## config.mk

```make
export PLATFORM = sky130hd
export DESIGN_NAME = cartridge_mapper_addr_scramble_core
export DESIGN_NICKNAME = d
export VERILOG_FILES = /design/src/hdl/cmas_pkg.sv /design/src/hdl/cmas_state.sv /design/src/hdl/cmas_datapath.sv /design/src/hdl/cartridge_mapper_addr_scramble_core.sv
export SDC_FILE = /design/constraint.sdc
export NUM_CORES = 1
export LEC_CHECK = 0
export BUFFER_PORTS_ARGS = -buffer_cell sky130_fd_sc_hd__buf_2
export CORE_MARGIN = 2
export CORE_UTILIZATION = 35
export CTS_CLUSTER_SIZE = 10
export DETAILED_ROUTE_END_ITERATION = 7
export PLACE_DENSITY_LB_ADDON = 0.15
export SYNTH_ARGS = -nofsm -noshare
export SYNTH_HDL_FRONTEND = slang
export SYNTH_SLANG_ARGS = --single-unit
```

## constraint.sdc

```tcl
create_clock -name clock -period 2.42 [get_ports clock]
set_clock_uncertainty 0.05 [all_clocks]
set_input_delay 0.363 -clock clock [delete_from_list [all_inputs] [get_ports clock]]
set_output_delay 0.363 -clock clock [all_outputs]
set_load 0.02 [all_outputs]
```

## src/hdl/cmas_pkg.sv

```systemverilog
// Shared types, codes and constants for the cartridge mapper address scramble core.
// No dependencies; imported by every module of the core.
package cmas_pkg;

   typedef enum logic [2:0] {
      MODE_REG_WRITE = 3'd0,
      MODE_REG_READ  = 3'd1,
      MODE_PRG_ADDR  = 3'd2,
      MODE_PRG_DATA  = 3'd3,
      MODE_PAT_READ  = 3'd4,
      MODE_NT_READ   = 3'd5,
      MODE_UNUSED6   = 3'd6,
      MODE_UNUSED7   = 3'd7
   } access_mode_type;

   localparam logic [3:0] REG_PAGE      = 4'h5;
   localparam logic [2:0] SEL_MODE      = 3'd0;
   localparam logic [2:0] SEL_BANK      = 3'd1;
   localparam logic [2:0] SEL_TOGGLE    = 3'd3;
   localparam logic [2:0] SEL_INDEX     = 3'd4;
   localparam logic [2:0] SEL_PROT      = 3'd5;

   localparam logic [7:0] MODE_RESET    = 8'h0E;
   localparam logic [7:0] OPEN_BUS_KEEP = 8'hD8;
   localparam logic [9:0] NT_ATTR_START = 10'h3C0;

   typedef struct packed {
      logic [2:0]  mode;
      logic [15:0] address;
      logic [7:0]  data;
      logic [7:0]  open_bus;
   } request_type;

   typedef struct packed {
      logic        nt_page;
      logic [16:0] rom_address;
      logic [7:0]  read_data;
   } response_type;

   typedef struct packed {
      logic [7:0] mode_reg;
      logic [7:0] index_reg;
      logic [7:0] bank_switch_reg;
      logic [9:0] last_nt_offset;
      logic       toggle_bit;
   } mapper_regs_type;

   typedef struct packed {
      logic       wr_mode;
      logic       wr_bank;
      logic       wr_index;
      logic       wr_nt;
      logic       flip_toggle;
      logic [7:0] wdata;
      logic [9:0] nt_offset;
   } update_type;

   function automatic logic [7:0] prot_value(input logic [3:0] idx);
      logic [7:0] v;
      unique case (idx)
         4'h1:    v = 8'h09;
         4'h7:    v = 8'h20;
         4'h8:    v = 8'h04;
         4'hF:    v = 8'h02;
         default: v = 8'h00;
      endcase
      return v;
   endfunction

   function automatic logic [11:0] rev12(input logic [11:0] v);
      logic [11:0] r;
      for (int i = 0; i < 12; i++) begin
         r[i] = v[11 - i];
      end
      return r;
   endfunction

   function automatic logic [7:0] rev8(input logic [7:0] v);
      logic [7:0] r;
      for (int i = 0; i < 8; i++) begin
         r[i] = v[7 - i];
      end
      return r;
   endfunction

endpackage

```

## src/hdl/cmas_state.sv

```systemverilog
// Mapper register file: mode, index, bank-switch, nametable offset and toggle bit.
// Depends on cmas_pkg.
module cmas_state
   import cmas_pkg::*;
(
   input  logic            clock,
   input  logic            reset,
   input  logic            enable,
   input  update_type      upd,
   output mapper_regs_type state
);

   mapper_regs_type state_ff;
   mapper_regs_type state_in;

   always_comb begin
      state_in = state_ff;
      if (enable) begin
         if (upd.wr_mode)     state_in.mode_reg        = upd.wdata;
         if (upd.wr_bank)     state_in.bank_switch_reg = upd.wdata;
         if (upd.wr_index)    state_in.index_reg       = upd.wdata;
         if (upd.wr_nt)       state_in.last_nt_offset  = upd.nt_offset;
         if (upd.flip_toggle) state_in.toggle_bit      = ~state_ff.toggle_bit;
      end
   end

   always_ff @(posedge clock) begin
      if (reset) begin
         state_ff.mode_reg        <= MODE_RESET;
         state_ff.index_reg       <= '0;
         state_ff.bank_switch_reg <= '0;
         state_ff.last_nt_offset  <= '0;
         state_ff.toggle_bit      <= 1'b0;
      end else begin
         state_ff <= state_in;
      end
   end

   assign state = state_ff;

endmodule

```

## src/hdl/cmas_datapath.sv

```systemverilog
// Combinational decode of one bus access: result fields and register updates.
// Depends on cmas_pkg.
module cmas_datapath
   import cmas_pkg::*;
(
   input  request_type     req,
   input  mapper_regs_type state,
   output response_type    rsp,
   output update_type      upd
);

   logic            in_page5;
   logic [2:0]      sel;
   logic [14:0]     prg_off;
   logic [12:0]     chr_addr;
   access_mode_type mode;

   assign mode     = access_mode_type'(req.mode);
   assign in_page5 = (req.address[15:12] == REG_PAGE);
   assign sel      = req.address[10:8];

   always_comb begin
      prg_off = req.address[14:0];
      if (state.mode_reg[0]) prg_off[11:0] = rev12(req.address[11:0]);
      chr_addr = req.address[12:0];
      if (state.mode_reg[7]) begin
         chr_addr[3]  = state.last_nt_offset[0];
         chr_addr[12] = state.last_nt_offset[9];
      end
   end

   always_comb begin
      rsp           = '0;
      upd           = '0;
      upd.wdata     = req.data;
      upd.nt_offset = req.address[9:0];
      unique case (mode)
         MODE_REG_WRITE: begin
            if (in_page5) begin
               upd.wr_mode  = (sel == SEL_MODE);
               upd.wr_bank  = (sel == SEL_BANK);
               upd.wr_index = (sel == SEL_INDEX);
            end
         end
         MODE_REG_READ: begin
            if (in_page5) begin
               if (sel == SEL_TOGGLE) begin
                  upd.flip_toggle = 1'b1;
                  rsp.read_data   = {5'b0, ~state.toggle_bit, 2'b0};
               end else if (sel == SEL_PROT) begin
                  rsp.read_data = (req.open_bus & OPEN_BUS_KEEP)
                                | prot_value(state.index_reg[7:4]);
               end else begin
                  rsp.read_data = req.open_bus;
               end
            end
         end
         MODE_PRG_ADDR: rsp.rom_address = {state.mode_reg[6:5], prg_off};
         MODE_PRG_DATA: rsp.read_data = state.mode_reg[0] ? rev8(req.data) : req.data;
         MODE_PAT_READ: rsp.rom_address = {4'b0, chr_addr};
         MODE_NT_READ: begin
            upd.wr_nt   = (req.address[9:0] < NT_ATTR_START);
            rsp.nt_page = state.bank_switch_reg[1] ? req.address[10] : req.address[11];
         end
         default: ;
      endcase
   end

endmodule

```

## src/hdl/cartridge_mapper_addr_scramble_core.sv

```systemverilog
// Top level of the cartridge mapper address scramble core: request and response
// registers around the decode datapath and mapper registers. Depends on cmas_pkg,
// cmas_datapath and cmas_state.
//
// Usage: each request is one CPU or PPU bus access. req_tuser carries the access
// kind, req_tdata the address, write/ROM data and open bus value. Every request
// yields exactly one response on rsp_ with read data, ROM/CHR address and the
// nametable page bit; fields that do not apply to the access kind are zero.
// After acceptance a request passes the request register, then the response register,
// where rsp_tvalid rises; the response register loads only while it is free.
// Throughput is one request per clock while the receiver does not stall, set by the single
// decode stage between the two registers; mapper register updates land as the request
// moves into the response register, so the next request already sees them.
// Reset (synchronous, active high) empties both registers and sets the mode
// register to 0x0E, all other mapper state to zero.
// When the receiver stalls, the response register holds; the request register
// still takes one more request, after which req_tready drops until rsp_tready.
module cartridge_mapper_addr_scramble_core
   import cmas_pkg::*;
(
   input  logic        clock,
   input  logic        reset,
   input  logic        req_tvalid,
   output logic        req_tready,
   input  logic [31:0] req_tdata,  // address[15:0], data[23:16], open_bus[31:24]
   input  logic [2:0]  req_tuser,  // mode[2:0]
   output logic        rsp_tvalid,
   input  logic        rsp_tready,
   output logic [31:0] rsp_tdata   // read_data[7:0], rom_address[24:8], nt_page[25]
);

   logic            req_valid_ff, req_valid_in;
   request_type     req_ff, req_in;
   logic            rsp_valid_ff, rsp_valid_in;
   response_type    rsp_ff, rsp_in;
   response_type    rsp_calc;
   update_type      upd;
   mapper_regs_type state;
   logic            out_free;
   logic            advance;
   logic            req_take;

   assign out_free   = ~rsp_valid_ff | rsp_tready;
   assign advance    = req_valid_ff & out_free;
   assign req_tready = ~req_valid_ff | out_free;
   assign req_take   = req_tvalid & req_tready;

   always_comb begin
      req_in          = req_ff;
      req_valid_in    = req_valid_ff;
      if (advance) req_valid_in = 1'b0;
      if (req_take) begin
         req_valid_in     = 1'b1;
         req_in.mode      = req_tuser;
         req_in.address   = req_tdata[15:0];
         req_in.data      = req_tdata[23:16];
         req_in.open_bus  = req_tdata[31:24];
      end
      rsp_in       = rsp_ff;
      rsp_valid_in = rsp_valid_ff;
      if (out_free) begin
         rsp_valid_in = req_valid_ff;
         rsp_in       = rsp_calc;
      end
   end

   always_ff @(posedge clock) begin
      if (reset) begin
         req_valid_ff <= 1'b0;
         rsp_valid_ff <= 1'b0;
      end else begin
         req_valid_ff <= req_valid_in;
         rsp_valid_ff <= rsp_valid_in;
      end
   end

   always_ff @(posedge clock) begin
      req_ff <= req_in;
      rsp_ff <= rsp_in;
   end

   cmas_datapath u_datapath (
      .req   (req_ff),
      .state (state),
      .rsp   (rsp_calc),
      .upd   (upd)
   );

   cmas_state u_state (
      .clock  (clock),
      .reset  (reset),
      .enable (advance),
      .upd    (upd),
      .state  (state)
   );

   assign rsp_tvalid = rsp_valid_ff;
   assign rsp_tdata  = {6'b0, rsp_ff.nt_page, rsp_ff.rom_address, rsp_ff.read_data};

endmodule

```

# Yosys cells after proc, flatten, opt, wreduce, memory -nomap -nowiden
# Index checks and enable logic that the tools add are counted.
# totals
register_bits,92
latchBits,0
ram_bits,0
rom_bits,0
inputBits,39
output_inout_bits,34
word_cells,68
memories,0
# op_classes
addsub,0
n_mul,0
div,0
n_lt_le_gt_ge,1
n_eq_ne,14
n_shift,0
n_mux,23
bitwise,8
n_reduce_logical,8
# op_table
op,count
$mux W8,8
$pmux W17 S2,1
$pmux W6 S4,1
$pmux W8 S2,1
$eq A3 B3 Y1 const B,4
$mux W12,1
$lt A10 B10 Y1 const B,1
$reduce_and A2 Y1,5
$eq A3 B2 Y1 const B,3
$mux W1,9
$eq A4 B3 Y1 const B,2
$eq A4 B4 Y1 const B,2
$or A8 B8 Y8,1
$eq A3 B1 Y1 const B,2
$logic_not A3 Y1,2
$mux W3,2
$eq A4 B1 Y1 const B,1
$not A1 Y1,3
$and A1 B1 Y1,2
$or A1 B1 Y1,2
$reduce_bool A2 Y1,1

# Depth between registers and ports, before layout
# depth
word_depth,11
mapped_depth,6
mapped_depth_nobuf,5

# By module
# Synthesis repeated with hierarchy kept, for this count alone.
# unflattened
cells_unflattened,321
hier_area_um2,4146.5
# modules_own_cells
mod,n_inst,cells_per_inst,area_each_um2,seq_area_each_um2
cartridge_mapper_addr_scramble_core,1,78,1964.4,1871.8
cmas_state,1,139,1450.1,700.7
cmas_datapath,1,104,732.0,0.0

# Least setup slack after synthesis
# No wires, ideal clock.
# synth_timing
path_kind,register to register
from,"reg rsp_valid_ff, in the netlist rsp_tvalid"
to,"reg u_state.state_ff, in the netlist u_state.state[32]"
setup_time_ns,0.071
arrival_ns,1.954
required_ns,2.299
setup_slack_ns,0.346
stages_incl_launch_ff,7
n_path_buf,1
period_less_slack_ns,2.074
cell_sequence,dfxtp_1 nor2b_1 inv_1 nand3_1 buf_1 or3_1 a21oi_1
# synth_via
elab_chain_len,4
# synth_rtl
element,line,rtl
from (decl),cartridge_mapper_addr_scramble_core.sv:34,"logic rsp_valid_ff, rsp_valid_in;"
from (signal assigned),cartridge_mapper_addr_scramble_core.sv:73,rsp_valid_ff <= rsp_valid_in;
$not A1 Y1,cartridge_mapper_addr_scramble_core.sv:43,assign out_free = ~rsp_valid_ff | rsp_tready;
$or A1 B1 Y1,cartridge_mapper_addr_scramble_core.sv:43,
via out_free,cartridge_mapper_addr_scramble_core.sv:39,logic out_free;
$and A1 B1 Y1,cartridge_mapper_addr_scramble_core.sv:44,assign advance = req_valid_ff & out_free;
$reduce_and A2 Y1 (no source line),-,
to (signal assigned),cmas_state.sv:35,state_ff <= state_in;
to (decl),cmas_state.sv:13,mapper_regs_type state_ff;
# The timed path passes the listed nets, and every way through them passes these cells.
# A chain may end at the register's enable or synchronous reset.

==> results.md <==
Critical path:
- The critical path is of the flip-flop to flip-flop type.
- The worst path arrival time is a little over 2 ns.
- The worst setup path is captured at a flip-flop.
- The required time at the worst-slack endpoint is 2.55 ns.
- The largest fanout on the critical path is 8.
- The signal on the critical path passes through nand4bb_4 -> or4b_4 -> nand2b_1 -> o22ai_1.
- The worst-path cell with the longest stage delay is sky130_fd_sc_hd__or4b_4.
- STA classifies the critical path startpoint as a flip-flop.
- The maximum single-stage delay on the critical path is ~0.53 ns.

Clock network:
- In this run the clock root is driven by a sky130_fd_sc_hd__clkbuf_8.
- After clock tree synthesis, the flow added hold-fix buffers numbering 0.
- The clock transition at the registers of the reported paths is roughly 0.080 ns.
- The H-tree was split into 3 levels.
- The post-cts resize count is 0.
- CTS saw 75 sinks.
- The number of setup buffers added after CTS is 0.
- The maximum root-to-sink buffer count is 2.
- TritonCTS built the clock tree.
- For the worst-skew pair, the clock arrives at the later sink with an insertion delay of between 0.3 and 0.4 ns.
- TritonCTS created 9 clock buffers.

Timing:
- Setup repair after global routing left no endpoint under its margin.
- The remaining max-slew budget at the tightest pin is 0.457.
- The post-route minimum period is 1.93 ns.
- Setup violations remaining at the end of the flow were counted as 0.
- The pin slew with the least headroom to its limit is ~0.81 ns.
- Summed over all failing endpoints, the final setup total negative slack is 0 ns.
- Dividing the final minimum period by the clock period gives 0.797.
- Based on the critical path, the design can be clocked at up to between 500 and 600 MHz.
- The final number of max-transition violations was 0.
- The count of final hold-check violations is 0.

Global routing:
- The number of global-route vias before repair is 1,808.
- The initial antenna violation count was 0.
- The remaining global-route overflow is 0.
- For this run, the total global-route usage over all layers was measured as 0.131.
- The first-pass GRT wire length is 9.47 mm.
- Entering global routing, the biggest net connects 36 pins.

Power and ir drop:
- The power density over the cells is 791 nW/um^2.
- The analysis attributes to net switching a power of 608 uW.
- The switching part of the total is 0.205.
- The share of total power dissipated in sequential elements is 0.508.
- The worst vdd rail ir drop is 0.306 mV.
- Power comes to 2960 uW.
- The part of the total power dissipated in the clock network is 0.429.
- The cell internal power dissipation is 2350 uW.
- Of the total power, combinational logic draws 0.063.
- For this design the static power due to leakage is roughly 0.0015 uW.

Yosys:
- Synthesis inferred 75 register bits.
- The sequential fraction of the synthesis area is 0.694.
- Counting instances in the post-synthesis netlist gives the leading cell types as sky130_fd_sc_hd__edfxtp_1 (61), sky130_fd_sc_hd__a21oi_1 (15), sky130_fd_sc_hd__dfxtp_1 (14).
- Sorting the synthesized cells by area gives the leading types as sky130_fd_sc_hd__edfxtp_1 (60%), sky130_fd_sc_hd__dfxtp_1 (9.2%), sky130_fd_sc_hd__mux2i_1 (3.3%).
- The synthesized area divided by synthesized cell count is 13.6 sq um.
- Synthesis handed over a netlist of 223 instances.
- Counting distinct cell types in the post-synthesis netlist gives 37.
- The area share of the leading cell type in the synthesized netlist is 0.602.
- During synthesis, Yosys emitted a total of 0 warnings.
- By instance count, the leading cell after synthesis is sky130_fd_sc_hd__edfxtp_1.
- The mapped netlist covers 3040 sq um.
- In the synthesized netlist the async set-or-reset flop fraction comes to 0.
- The number of synthesized flops with an enable pin is between 60 and 70.
- The dominant cell type by area after synthesis is sky130_fd_sc_hd__edfxtp_1.
- The primary flip-flop cell chosen by synthesis mapping is sky130_fd_sc_hd__edfxtp_1.

Floorplan:
- The area of the core region is ~8600 sq um.
- The floorplan has 34 rows.
- 73 I/O pins were placed.
- The initial utilization of the core area, before any placement, comes to 0.354.
- The die width is 97.2 microns.
- The die covers 9450 sq um.
- The die span in y is 97.2 microns.

Routing:
- The remaining routing DRC violations is 0.
- The post-detailed-route wirelength per cell is 14.8 microns.
- In the routed layout, each cell is associated on average with a via count of 4.96.
- The count of nets left with antenna violations after detail routing is 0.
- The first routing iteration left 75 violations.
- The routed layout has 2,012 vias.
- The detailed-router iteration count before antenna repair is 4.
- After detailed routing, the total wire length is 6.01 mm.

Final layout:
- The diode insertion count for antenna repair is 0.
- The fraction of final layout cells sized beyond drive strength 1 is 0.312.
- The net count reported at finish is 332.
- Compared with the post-synthesis result, the final layout area differs by 23.0%.

Placed design:
- The half-perimeter wire length of the detailed placement result is between 4 and 5 mm.
- Routability-driven placement finished with a final weighted congestion of around 0.73.
- Buffers placed on the I/O ports in this run total 66.

Outcome:
- The run finished with clean final reports.

Worst hold path:
- The worst hold path class is input pin to flip-flop.

Flow run:
- Across the run, the number of max-cap violations was 0.
cell families after synthesis:
kind of cell,Yosys count,share of synthesized area
DFF,75,0.694
and+or+nand+nor,56,0.111
AOI/OAI and AO/OA,51,0.111
buffers and inverters,28,0.0424
muxes,12,0.0403
other,1,0.00123
stage by stage:
step                      cells  hold WS (ns)  instance area [sq um]  setup slack (ns)  utilization
after floorplan             228         0.381                   3060             0.346            -
after global placement      390         0.414                   3480             0.544        0.404
after detailed placement    390         0.418                   3480             0.500        0.404
after CTS                   406         0.117                   3740             0.500        0.435
after global routing        406         0.117                   3740             0.353        0.435
final                       406         0.136                   3740             0.492        0.435
routing by layer:
| layer | up-vias | global-route usage | part of all wire | wire, microns |
|---|---|---|---|---|
| met5 | - | 0 | 0 | 0 |
| met4 | 0 | 0.0705 | 0.022 | 135 |
| met3 | 12 | 0.0281 | 0.053 | 320 |
| met2 | 61 | 0.186 | 0.45 | 2690 |
| met1 | 965 | 0.188 | 0.48 | 2860 |
| li1 | 974 | - | - | - |
area by class of cell:
cell class / count / area, sq um
Inverter: 11 / 41.3
Fill cell: 815 / 4850
Clock buffer: 11 / 141
Sequential cell: 75 / 2110
Tap cell: 108 / 135
Multi-Input combinational cell: 125 / 820
Clock inverter: 5 / 125
Timing Repair Buffer: 71 / 368
final timing paths:
check / start / endpoint / slack (ns) / cells past startpoint
max: req_ff[31]$_DFFE_PP_ / rsp_tdata[1]$_DFFE_PP_ / 0.49 / 4
min: req_tdata[7] / req_ff[23]$_DFFE_PP_ / 0.14 / 1
max reg2reg: req_ff[31]$_DFFE_PP_ / rsp_tdata[1]$_DFFE_PP_ / 0.49 / 4
min reg2reg: u_state.state[33]$_SDFFE_PP0P_ / u_state.state[33]$_SDFFE_PP0P_ / 0.43 / 2
critical path: cells and delay by family (launching register included):
family | cells | cell delay, ns
compound gates | 1 | 0.25
flops | 1 | 0.37
simple gates | 3 | 1.10
flip-flops by register name (all words and copies together) (netlist names):
signal and flops:
rsp_tdata 26, rsp_tvalid 1, req_valid_ff 1, u_state.state 12, req_ff 35
power groups by stage:
stage | clock, uW | sequential [uW] | combinational [uW]
floorplan | 0 | 1560 | 84.1
global route | 1340 | 1510 | 203
detailed placement | 0 | 1530 | 188
finish | 1270 | 1500 | 185
CTS | 1300 | 1500 | 188
global placement | 0 | 1530 | 185
layout by cell type (no fill, tap or decap), types with 10 or more instances in the layout:
cell type | synthesis | layout
sky130_fd_sc_hd__edfxtp_1 | 61 | 61
sky130_fd_sc_hd__o21ai_0 | 11 | 11
sky130_fd_sc_hd__a22o_1 | 11 | 11
sky130_fd_sc_hd__buf_2 | 1 | 66
sky130_fd_sc_hd__a21oi_1 | 15 | 15
sky130_fd_sc_hd__clkbuf_8 | 0 | 10
sky130_fd_sc_hd__dfxtp_1 | 14 | 14
sky130_fd_sc_hd__inv_1 | 11 | 11
sky130_fd_sc_hd__mux2i_1 | 10 | 10
sky130_fd_sc_hd__nor2_1 | 10 | 10
Note: power is estimated with default switching activity, not from simulation.
